`src/rtl/cphit_pkg.sv`:
```
// Package for the circle versus polygon edge hit unit.
// Holds field widths and shared constants; depends on nothing.
`default_nettype none
package cphit_pkg;
  localparam int unsigned CoordW    = 16;
  localparam int unsigned RadiusW   = 15;
  localparam int unsigned IndexW    = 10;
  localparam int unsigned MaxEdgesDefault = 1024;
  // Input tdata is 111 bits of fields, padded to 112.
  localparam int unsigned InDataW   = 112;
  localparam int unsigned OutDataW  = 16;
endpackage
`default_nettype wire

```
`src/rtl/cphit_mac.sv`:
```
// Shared signed multiply unit with a registered product.
// Depends on nothing; used by the top level.
`default_nettype none
module cphit_mac (
  input  wire logic        clk_i,
  input  wire logic signed [33:0] a_i,
  input  wire logic signed [33:0] b_i,
  output logic signed [67:0] p_o
);
  // One multiply per cycle, product registered.
  always_ff @(posedge clk_i) begin
    p_o <= a_i * b_i;
  end
endmodule
`default_nettype wire

```
`src/rtl/circle_polygon_edge_hit_unit.sv`:
```
// Top level of the circle versus polygon edge hit unit.
// Depends on cphit_pkg and cphit_mac.
`default_nettype none
// Each input item is one polygon edge with a circle. The block tests it
// exactly in integers with a single shared multiplier that forms the
// squares, the dot product and the final wide comparison products one
// after another; tready is low meanwhile. An edge with tlast high
// produces one result item (hit flag and the index of the first hitting
// edge) and clears the run state. The result waits in an output register
// while the next edge is already accepted; a later last edge holds in
// its final cycle until the earlier result has been taken.
module circle_polygon_edge_hit_unit #(
  parameter int unsigned MaxEdges = cphit_pkg::MaxEdgesDefault
) (
  input  wire logic clk_i,
  input  wire logic rst_ni,
  input  wire logic s_axis_tvalid_i,
  output logic      s_axis_tready_o,
  // center_x, center_y, circle_radius, edge_start_x, edge_start_y,
  // edge_end_x, edge_end_y, zero pad (lowest first)
  input  wire logic [cphit_pkg::InDataW-1:0] s_axis_tdata_i,
  input  wire logic s_axis_tlast_i, // last_edge
  output logic      m_axis_tvalid_o,
  input  wire logic m_axis_tready_i,
  // hit, first_hit_index, zero pad (lowest first)
  output logic [cphit_pkg::OutDataW-1:0] m_axis_tdata_o
);
  import cphit_pkg::*;

  localparam int unsigned CapI = (MaxEdges < 1024) ? MaxEdges - 1 : 1023;
  localparam logic [IndexW-1:0] Cap = IndexW'(CapI);

  typedef enum logic [3:0] {
    S_IDLE, S_M0, S_M1, S_M2, S_M3, S_M4, S_M5, S_M6, S_M7, S_M8, S_M9, S_DEC,
    S_WAIT
  } state_e;

  state_e state_q;
  logic signed [16:0] fx_q, fy_q, gx_q, gy_q, lx_q, ly_q;
  logic [RadiusW-1:0] r_q;
  logic last_q;
  logic signed [67:0] acc_q;   // partial sums of a, q0, q1 and h
  logic signed [35:0] a_q, q0_q, q1_q, h_q;
  logic signed [67:0] lhs_q;
  logic hit_seen_q;
  logic [IndexW-1:0] first_q, cnt_q;
  logic out_v_q;
  logic out_hit_q;
  logic [IndexW-1:0] out_idx_q;

  logic signed [33:0] ma, mb;
  logic signed [67:0] mp;
  logic signed [15:0] cx, cy, sx, sy, ex, ey;
  logic edge_hit;
  logic emit;

  assign cx = s_axis_tdata_i[15:0];
  assign cy = s_axis_tdata_i[31:16];
  assign sx = s_axis_tdata_i[62:47];
  assign sy = s_axis_tdata_i[78:63];
  assign ex = s_axis_tdata_i[94:79];
  assign ey = s_axis_tdata_i[110:95];

  // Operand selection for the shared multiplier.
  always_comb begin
    ma = '0;
    mb = '0;
    unique case (state_q)
      S_M0: begin ma = 34'(lx_q); mb = 34'(lx_q); end
      S_M1: begin ma = 34'(ly_q); mb = 34'(ly_q); end
      S_M2: begin ma = 34'(fx_q); mb = 34'(fx_q); end
      S_M3: begin ma = 34'(fy_q); mb = 34'(fy_q); end
      S_M4: begin ma = 34'(gx_q); mb = 34'(gx_q); end
      S_M5: begin ma = 34'(gy_q); mb = 34'(gy_q); end
      S_M6: begin ma = 34'($signed({1'b0, r_q})); mb = ma; end
      S_M7: begin ma = 34'(lx_q); mb = 34'(fx_q); end
      S_M8: begin ma = 34'(ly_q); mb = 34'(fy_q); end
      S_M9: begin ma = 34'(a_q); mb = 34'(q0_q); end
      // h*h is reissued while the last cycle holds, so mp stays stable.
      S_DEC, S_WAIT: begin ma = 34'(h_q); mb = 34'(h_q); end
      default: begin ma = '0; mb = '0; end
    endcase
  end

  cphit_mac u_mac (.clk_i(clk_i), .a_i(ma), .b_i(mb), .p_o(mp));

  // Final decision from the collected terms; lhs_q holds a*q0 and mp holds
  // h*h in S_WAIT.
  always_comb begin
    if (a_q == 0) edge_hit = 1'b0;
    else if (q0_q == 0 || q1_q == 0) edge_hit = 1'b1;
    else if (q0_q[35] != q1_q[35]) edge_hit = 1'b1;
    else if (q0_q[35]) edge_hit = 1'b0;
    else if (!(h_q < 0 && -h_q < a_q)) edge_hit = 1'b0;
    else edge_hit = (mp >= lhs_q);
  end

  // A last edge loads the result register once it is free or being emptied.
  assign emit = (state_q == S_WAIT) && last_q && (!out_v_q || m_axis_tready_i);

  assign s_axis_tready_o = (state_q == S_IDLE);
  assign m_axis_tvalid_o = out_v_q;
  assign m_axis_tdata_o  = {{(OutDataW-IndexW-1){1'b0}}, out_idx_q, out_hit_q};

  // Sequencer, run state and output register.
  always_ff @(posedge clk_i or negedge rst_ni) begin
    if (!rst_ni) begin
      state_q <= S_IDLE;
      hit_seen_q <= 1'b0;
      first_q <= '0;
      cnt_q <= '0;
      out_v_q <= 1'b0;
    end else begin
      if (emit) out_v_q <= 1'b1;
      else if (out_v_q && m_axis_tready_i) out_v_q <= 1'b0;
      unique case (state_q)
        S_IDLE: if (s_axis_tvalid_i && s_axis_tready_o) begin
          fx_q <= 17'(sx) - 17'(cx);
          fy_q <= 17'(sy) - 17'(cy);
          gx_q <= 17'(ex) - 17'(cx);
          gy_q <= 17'(ey) - 17'(cy);
          lx_q <= 17'(ex) - 17'(sx);
          ly_q <= 17'(ey) - 17'(sy);
          r_q  <= s_axis_tdata_i[46:32];
          last_q <= s_axis_tlast_i;
          state_q <= S_M0;
        end
        S_M0: state_q <= S_M1;
        S_M1: begin acc_q <= mp; state_q <= S_M2; end
        S_M2: begin a_q <= 36'(acc_q + mp); state_q <= S_M3; end
        S_M3: begin acc_q <= mp; state_q <= S_M4; end
        S_M4: begin acc_q <= acc_q + mp; state_q <= S_M5; end
        S_M5: begin q0_q <= 36'(acc_q); acc_q <= mp; state_q <= S_M6; end
        S_M6: begin acc_q <= acc_q + mp; state_q <= S_M7; end
        S_M7: begin
          q0_q <= 36'(68'(q0_q) - mp);
          q1_q <= 36'(acc_q - mp);
          state_q <= S_M8;
        end
        S_M8: begin acc_q <= mp; state_q <= S_M9; end
        S_M9: begin h_q <= 36'(acc_q + mp); state_q <= S_DEC; end
        S_DEC: begin state_q <= S_WAIT; end
        S_WAIT: if (!last_q || emit) begin
          state_q <= S_IDLE;
          if (last_q) begin
            out_hit_q <= hit_seen_q || edge_hit;
            out_idx_q <= hit_seen_q ? first_q : (edge_hit ? cnt_q : '0);
            hit_seen_q <= 1'b0;
            first_q <= '0;
            cnt_q <= '0;
          end else begin
            if (edge_hit && !hit_seen_q) begin
              hit_seen_q <= 1'b1;
              first_q <= cnt_q;
            end
            if (cnt_q < Cap) cnt_q <= cnt_q + 1'b1;
          end
        end
        default: state_q <= S_IDLE;
      endcase
      // a*q0 product, issued in S_M9, is on mp during S_DEC.
      if (state_q == S_DEC) lhs_q <= mp;
    end
  end
endmodule
`default_nettype wire

```
`config.mk`:
```
export PLATFORM = sky130hd
export DESIGN_NAME = circle_polygon_edge_hit_unit
export DESIGN_NICKNAME = d
export VERILOG_FILES = /design/src/rtl/cphit_pkg.sv /design/src/rtl/cphit_mac.sv /design/src/rtl/circle_polygon_edge_hit_unit.sv
export SDC_FILE = /design/constraint.sdc
export NUM_CORES = 2
export LEC_CHECK = 0
export ABC_CLOCK_PERIOD_IN_PS = 10500
export BUFFER_PORTS_ARGS = -buffer_cell sky130_fd_sc_hd__buf_4
export CAP_MARGIN = 40
export CORE_MARGIN = 2
export CORE_UTILIZATION = 50
export DETAILED_ROUTE_END_ITERATION = 8
export PLACE_DENSITY = 0.68
export RECOVER_POWER = 50
export SLEW_MARGIN = 20
export SYNTH_ARGS = -nofsm -noshare
export SYNTH_HDL_FRONTEND = slang
export SYNTH_SLANG_ARGS = --single-unit
```
`constraint.sdc`:
```
create_clock -name clk_i -period 10.5 [get_ports clk_i]
set_input_delay 1.05 -clock clk_i [delete_from_list [all_inputs] [get_ports clk_i]]
set_output_delay 1.05 -clock clk_i [all_outputs]
set_load 0.03 [all_outputs]
```
== Word-level counts from Yosys, hierarchy flattened ==
Cells that the tools add are included.
Storage, ports and cells
  logic and storage cells: 115
  flip-flop bits (word level): 503
  output and inout bits: 18
Operators by class
  equal/unequal tests: 15
  mux-type cells: 22
  magnitude comparators: 4
  multiply operators: 1
  reduce and logical (&&, ||, !) cells: 40
  add/sub/neg operators: 11
Operator list (count)
  one-hot mux 34 bit (9 select lines): 2
  one-hot mux 68 bit (2 select lines): 1
  logical NOT 36 bit: 3
  subtractor 16 x 16 -> 17 bit: 6
  one-hot mux 36 bit (2 select lines): 1
  subtractor 36 bit: 2
  adder 68 bit: 1
  >= comparator 68 bit: 1
  multiplier 34 x 34 -> 68 bit: 1
  2-to-1 mux 10 bit: 6
  one-hot mux 4 bit (13 select lines): 1
  < comparator 36 x 1 -> 1 bit (second input constant): 1
  < comparator 36 bit: 1
  negator 36 bit: 1
  == test 4 bit (second input constant): 5
  == test 4 x 3 -> 1 bit (second input constant): 4
  AND reduction 2 bit: 7
  OR reduction 2 bit: 6
  adder 10 x 1 -> 10 bit (second input constant): 1
  < comparator 10 bit (second input constant): 1
  nonzero test 2 bit: 5
  2-to-1 mux 1 bit: 9
  AND reduction 3 bit: 3
  == test 4 x 2 -> 1 bit (second input constant): 2
  10 further kinds: 22

== Depth between registers and ports, before layout ==
  word-level depth: 11
  mapped depth: 40
  mapped depth without buffers: 34

== Modules after synthesis ==
Synthesis repeated with hierarchy kept, for this count alone.
Unflattened totals
  cell total of the unflattened synthesis: 7474
  area total of the unflattened synthesis: 71604.9 sq um
Modules (own cells, without submodules)
  cphit_mac: area each 42849.8 sq um, times used 1, cells each 4555
  circle_polygon_edge_hit_unit: area each 28755.1 sq um, times used 1, cells each 2919

== Worst setup path after synthesis ==
OpenSTA, ideal clock, no wires.
  path type: register to register
  start point: register state_q[1]
  end point: register u_mac.p_o[65]
  period minus slack after synthesis: 9883 ps
  library setup time: 127 ps
  setup slack: 617 ps
  cell stages (with the launch flop): 35
  arrival time: 9756 ps
  path buffers: 6
  required time: 10373 ps
  path through: dfrtp_1 > buf_2 > nand2b_1 > nor3_1 > or2_2 > buf_2 > a221o_1 > buf_4 > a221o_1 > buf_2 > buf_2 > nand2_1 > fa_1 > inv_1 > fa_1 > fa_1 > inv_1 > fa_1 > inv_1 > fa_1 > fa_1 > fa_1 > inv_1 > fa_1 > inv_1 > ha_1 > clkbuf_1 > nand3_1 > nor2_1 > a221o_1 > a21oi_1 > o31ai_4 > o41ai_2 > nor3_1 > or3b_1
Between the ends
  word-level cells in the longest chain between the ends: 4
  elaborated cells between the ends (all ways): 20
  classes of those cells: mul: 1; eq/ne: 12; mux: 2; reduce/logical: 5
RTL lines
  start: declaration: line circle_polygon_edge_hit_unit.sv:38  | state_e state_q;
  start signal: assignment: line circle_polygon_edge_hit_unit.sv:108  | state_q <= S_IDLE;
  start signal: assignment: line circle_polygon_edge_hit_unit.sv:126  | state_q <= S_M0;
  start signal: assignment: line circle_polygon_edge_hit_unit.sv:128  | S_M0: state_q <= S_M1;
  == test 4 bit, or another cell as far along: line circle_polygon_edge_hit_unit.sv:68  | unique case (state_q)
  OR reduction 2 bit, on equally long branches
  one-hot mux 34 bit (9 select lines): line circle_polygon_edge_hit_unit.sv:68
  multiplier 34 x 34 -> 68 bit *: line cphit_mac.sv:12  | p_o <= a_i * b_i;
  end signal: assignment: line cphit_mac.sv:12
  end: declaration: line cphit_mac.sv:8  | output logic signed [67:0] p_o
Every way passes the cells marked *; elsewhere a longest branch is shown, timed or not.
A chain may end at the register's enable or synchronous reset.

== Final worst setup path ==
  start point: register state_q[2]
  end point: register u_mac.p_o[61]
The elaborated chain is that of the path after synthesis.

==> results.toml <==
[grt]
grt_pass1_vias = 56500
grt_antenna_before_repair = 7
grt_pass1_wl_mm = 346
grt.overflow.total = 0
grt_max_degree = 74
gr-usage-all-layers = 0.315

[timing]
max_freq_mhz = 97.1
slew_headroom = -0.189
finalSetupViolations = 0
hold_viol = 0
fin_tns_setup_ns = 0
layout_min_cycle_time_ns = 10.30
fin_worst_skew_ns = 0.0730
rsz0062_at_grt = "false"
slew_violations = 35
post-route-period-util = 0.981
worstMarginPinSlew_ns = 1.78

[synthesis]
syn_inst = 7546
syn_avg_cell_area_um2 = 9.40
ys.flop_type = "edfxtp_1"
synth_area_mm2 = 0.0710
synth_edf_count = 377
async_flop_share = 0.0552
synth_seq_cells = 471
synth_cell_types = 98
seq_area_frac_synth = 0.188
yosys_warnings = 0

[die]
die_x_um = 381
ioPinCount = 135
core_mm2 = 0.141
die_height_um = 381
design.die.area_mm2 = 0.145
start_util = 0.502
rows = 138

[cts]
clockBufferDepth = 3
worstSkewPairLatency_ns = 0.66
h-tree-depth = 2
cts_sinks = 471
clk_pin_slew_ns = 0.06
cts-root-buf = "clkbuf_16"
cts-hold-fix-buffers = 0
cts_made_buffers = 50
cts_tree = "built"

[status]
status = "finished with violations"
violations = "max-capacitance violations, max-slew violations"

[finish]
fill_cells = 12600
fin_area_mm2 = 0.0777
layout_commonest_cell = "inv_1"
final_core_util = 0.550
most-common-layout-cells = "inv_1, fa_1, nor2_1, nand2_1, ha_1"
final_nets = 9567
layout-drive-gt1-share = 0.0830
area_growth_pct = 9.43

[placement]
portBuffers = 128
dp.final_hpwl_mm = 188
placed_area_mm2 = 0.0757
globalplace.congestion = 0.986

[setup_path]
cp_top_family = "adder cells"
end_kind = "flip-flop"
critPathLaunchType = "flip-flop"
reg2reg_slack_ns = 0.20
crit_buf_inv = 13
reg2reg_from = "state_q[2]$_DFFE_PN0P_"
slowest_delay_ns = 0.65
startpoint = "state_q[2]$_DFFE_PN0P_"
crit_slowest_cell = "nor2b_1"
critPathKind = "flip-flop to flip-flop"
cp_max_fo = 21
cp_data_arrival_time_ns = 10.83
worstPathRequired_ns = 11.03

[job]
cap_violations = 1

[routing]
wirelength_mm = 225
vias = 54700
post_drt_wl_per_cell_um = 23.4
postRouteAntennaNets = 0
drtPass1Iterations = 9
drt_iter0_drc = 5157
drc_errors = 0
via_per_inst = 5.69

[hold_path]
min-delay-start = "u_mac.p_o[37]$_DFF_P_"
holdCritPathClass = "flip-flop to flip-flop"
[area by class of cell]
class | count | area [um^2] | share of cell area
clock inverters | 22 | 200 | 0.00258
flip-flops and latches | 471 | 13300 | 0.172
inverters | 1572 | 5900 | 0.0760
multi-input cells | 5185 | 50800 | 0.654
repair buffers | 410 | 3500 | 0.0450
diodes | 3 | 7.51 | 0.0000967
clock buffers | 71 | 1540 | 0.0198
well taps | 1890 | 2360 | 0.0305
[cells by family after synthesis]
family | count (synthesis) | synth area share
DFF | 471 | 0.188
xor gates and xnor gates | 264 | 0.0326
other | 1 | 0.0000528
muxes | 23 | 0.00361
AOI/OAI and AO/OA | 980 | 0.101
adders and majority gates | 1760 | 0.443
and+or+nand+nor | 2152 | 0.130
buffers and inverters | 1895 | 0.103
[synthesized netlist by cell type (8+ instances only)]
cell type	n	area, um^2
and2_1	22	138
a211oi_2	12	150
nor3_1	72	360
a221oi_1	11	96.3
a211oi_1	50	375
ha_1	510	6380
o31a_1	8	70.1
nor2_1	854	3210
dfrtp_1	26	651
edfxtp_1	377	11300
o31ai_1	38	285
a221o_1	42	420
buf_1	18	67.6
a21o_1	97	728
a31oi_1	26	163
o21ai_0	162	811
dfxtp_1	68	1360
or4_1	10	75.1
clkbuf_1	193	724
or3_1	30	188
buf_2	89	445
buf_4	22	165
o21ai_1	10	50.1
nand2b_1	32	200
xor2_1	69	604
nand4_1	42	263
a221oi_2	27	405
xnor2_1	195	1710
o211ai_1	11	82.6
a21boi_0	29	218
a222oi_1	47	470
nand3_1	82	410
o21bai_1	40	300
fa_1	1250	25000
inv_1	1572	5900
mux2_2	11	124
o21a_1	37	278
nor2b_1	60	375
a211o_1	34	298
and3_1	29	181
or2_2	16	100
mux2_1	10	113
nor4_1	40	250
nand2_1	825	3100
a21oi_1	227	1140
[per-stage QoR]
step,instances,worst slack (ns),hold slack [ns]
6_report,9624,0.204,0.438
5_1_grt,9621,0.00193,0.452
4_1_cts,9607,0.0289,0.337
3_5_place_dp,9514,0.0225,0.422
3_3_place_gp,9506,0.00431,0.421
2_1_floorplan,7550,0.617,0.412
[timing repair]
action,in CTS,in global routing
pin swaps,0,13
buffers inserted,0,11
endpoints found under the setup margin,1,12
cloned,0,1
resized for setup,1,13
[state kept, by name, indices dropped and copies added, names as in the netlist]
name,count
fy_q,17
r_q,15
h_q,36
last_q,1
m_axis_tvalid_o,1
lx_q,17
q1_q,36
a_q,36
out_idx_q,10
gy_q,17
acc_q,36
u_mac.p_o,68
first_q,10
q0_q,36
fx_q,17
gx_q,17
state_q,4
lhs_q,68
out_hit_q,1
cnt_q,10
ly_q,17
hit_seen_q,1
[worst paths after layout]
| kind | end | cells after the start |
|---|---|---|
| worst max register to register | u_mac.p_o[61]$_DFF_P_ | 38 |
| max in group asynchronous | state_q[2]$_DFFE_PN0P_ | 1 |
| worst min-delay path | lhs_q[37]$_DFFE_PP_ | 0 |
| worst max-delay path | u_mac.p_o[61]$_DFF_P_ | 38 |
| min in group asynchronous | first_q[2]$_DFFE_PN0P_ | 1 |
| worst min register to register | lhs_q[37]$_DFFE_PP_ | 0 |
[layer usage]
layer  GRT usage  routed length (um)  vias up
li1            -                   -    24100
met1       0.432               91100    27500
met2       0.485               99500     2721
met3      0.0776               24000      461
met4       0.120               10400       10
met5           0                  62        -
Power is left out: the tool's default activity adds up to more than one toggle a clock period on the data nets, which glitch-free logic cannot reach.
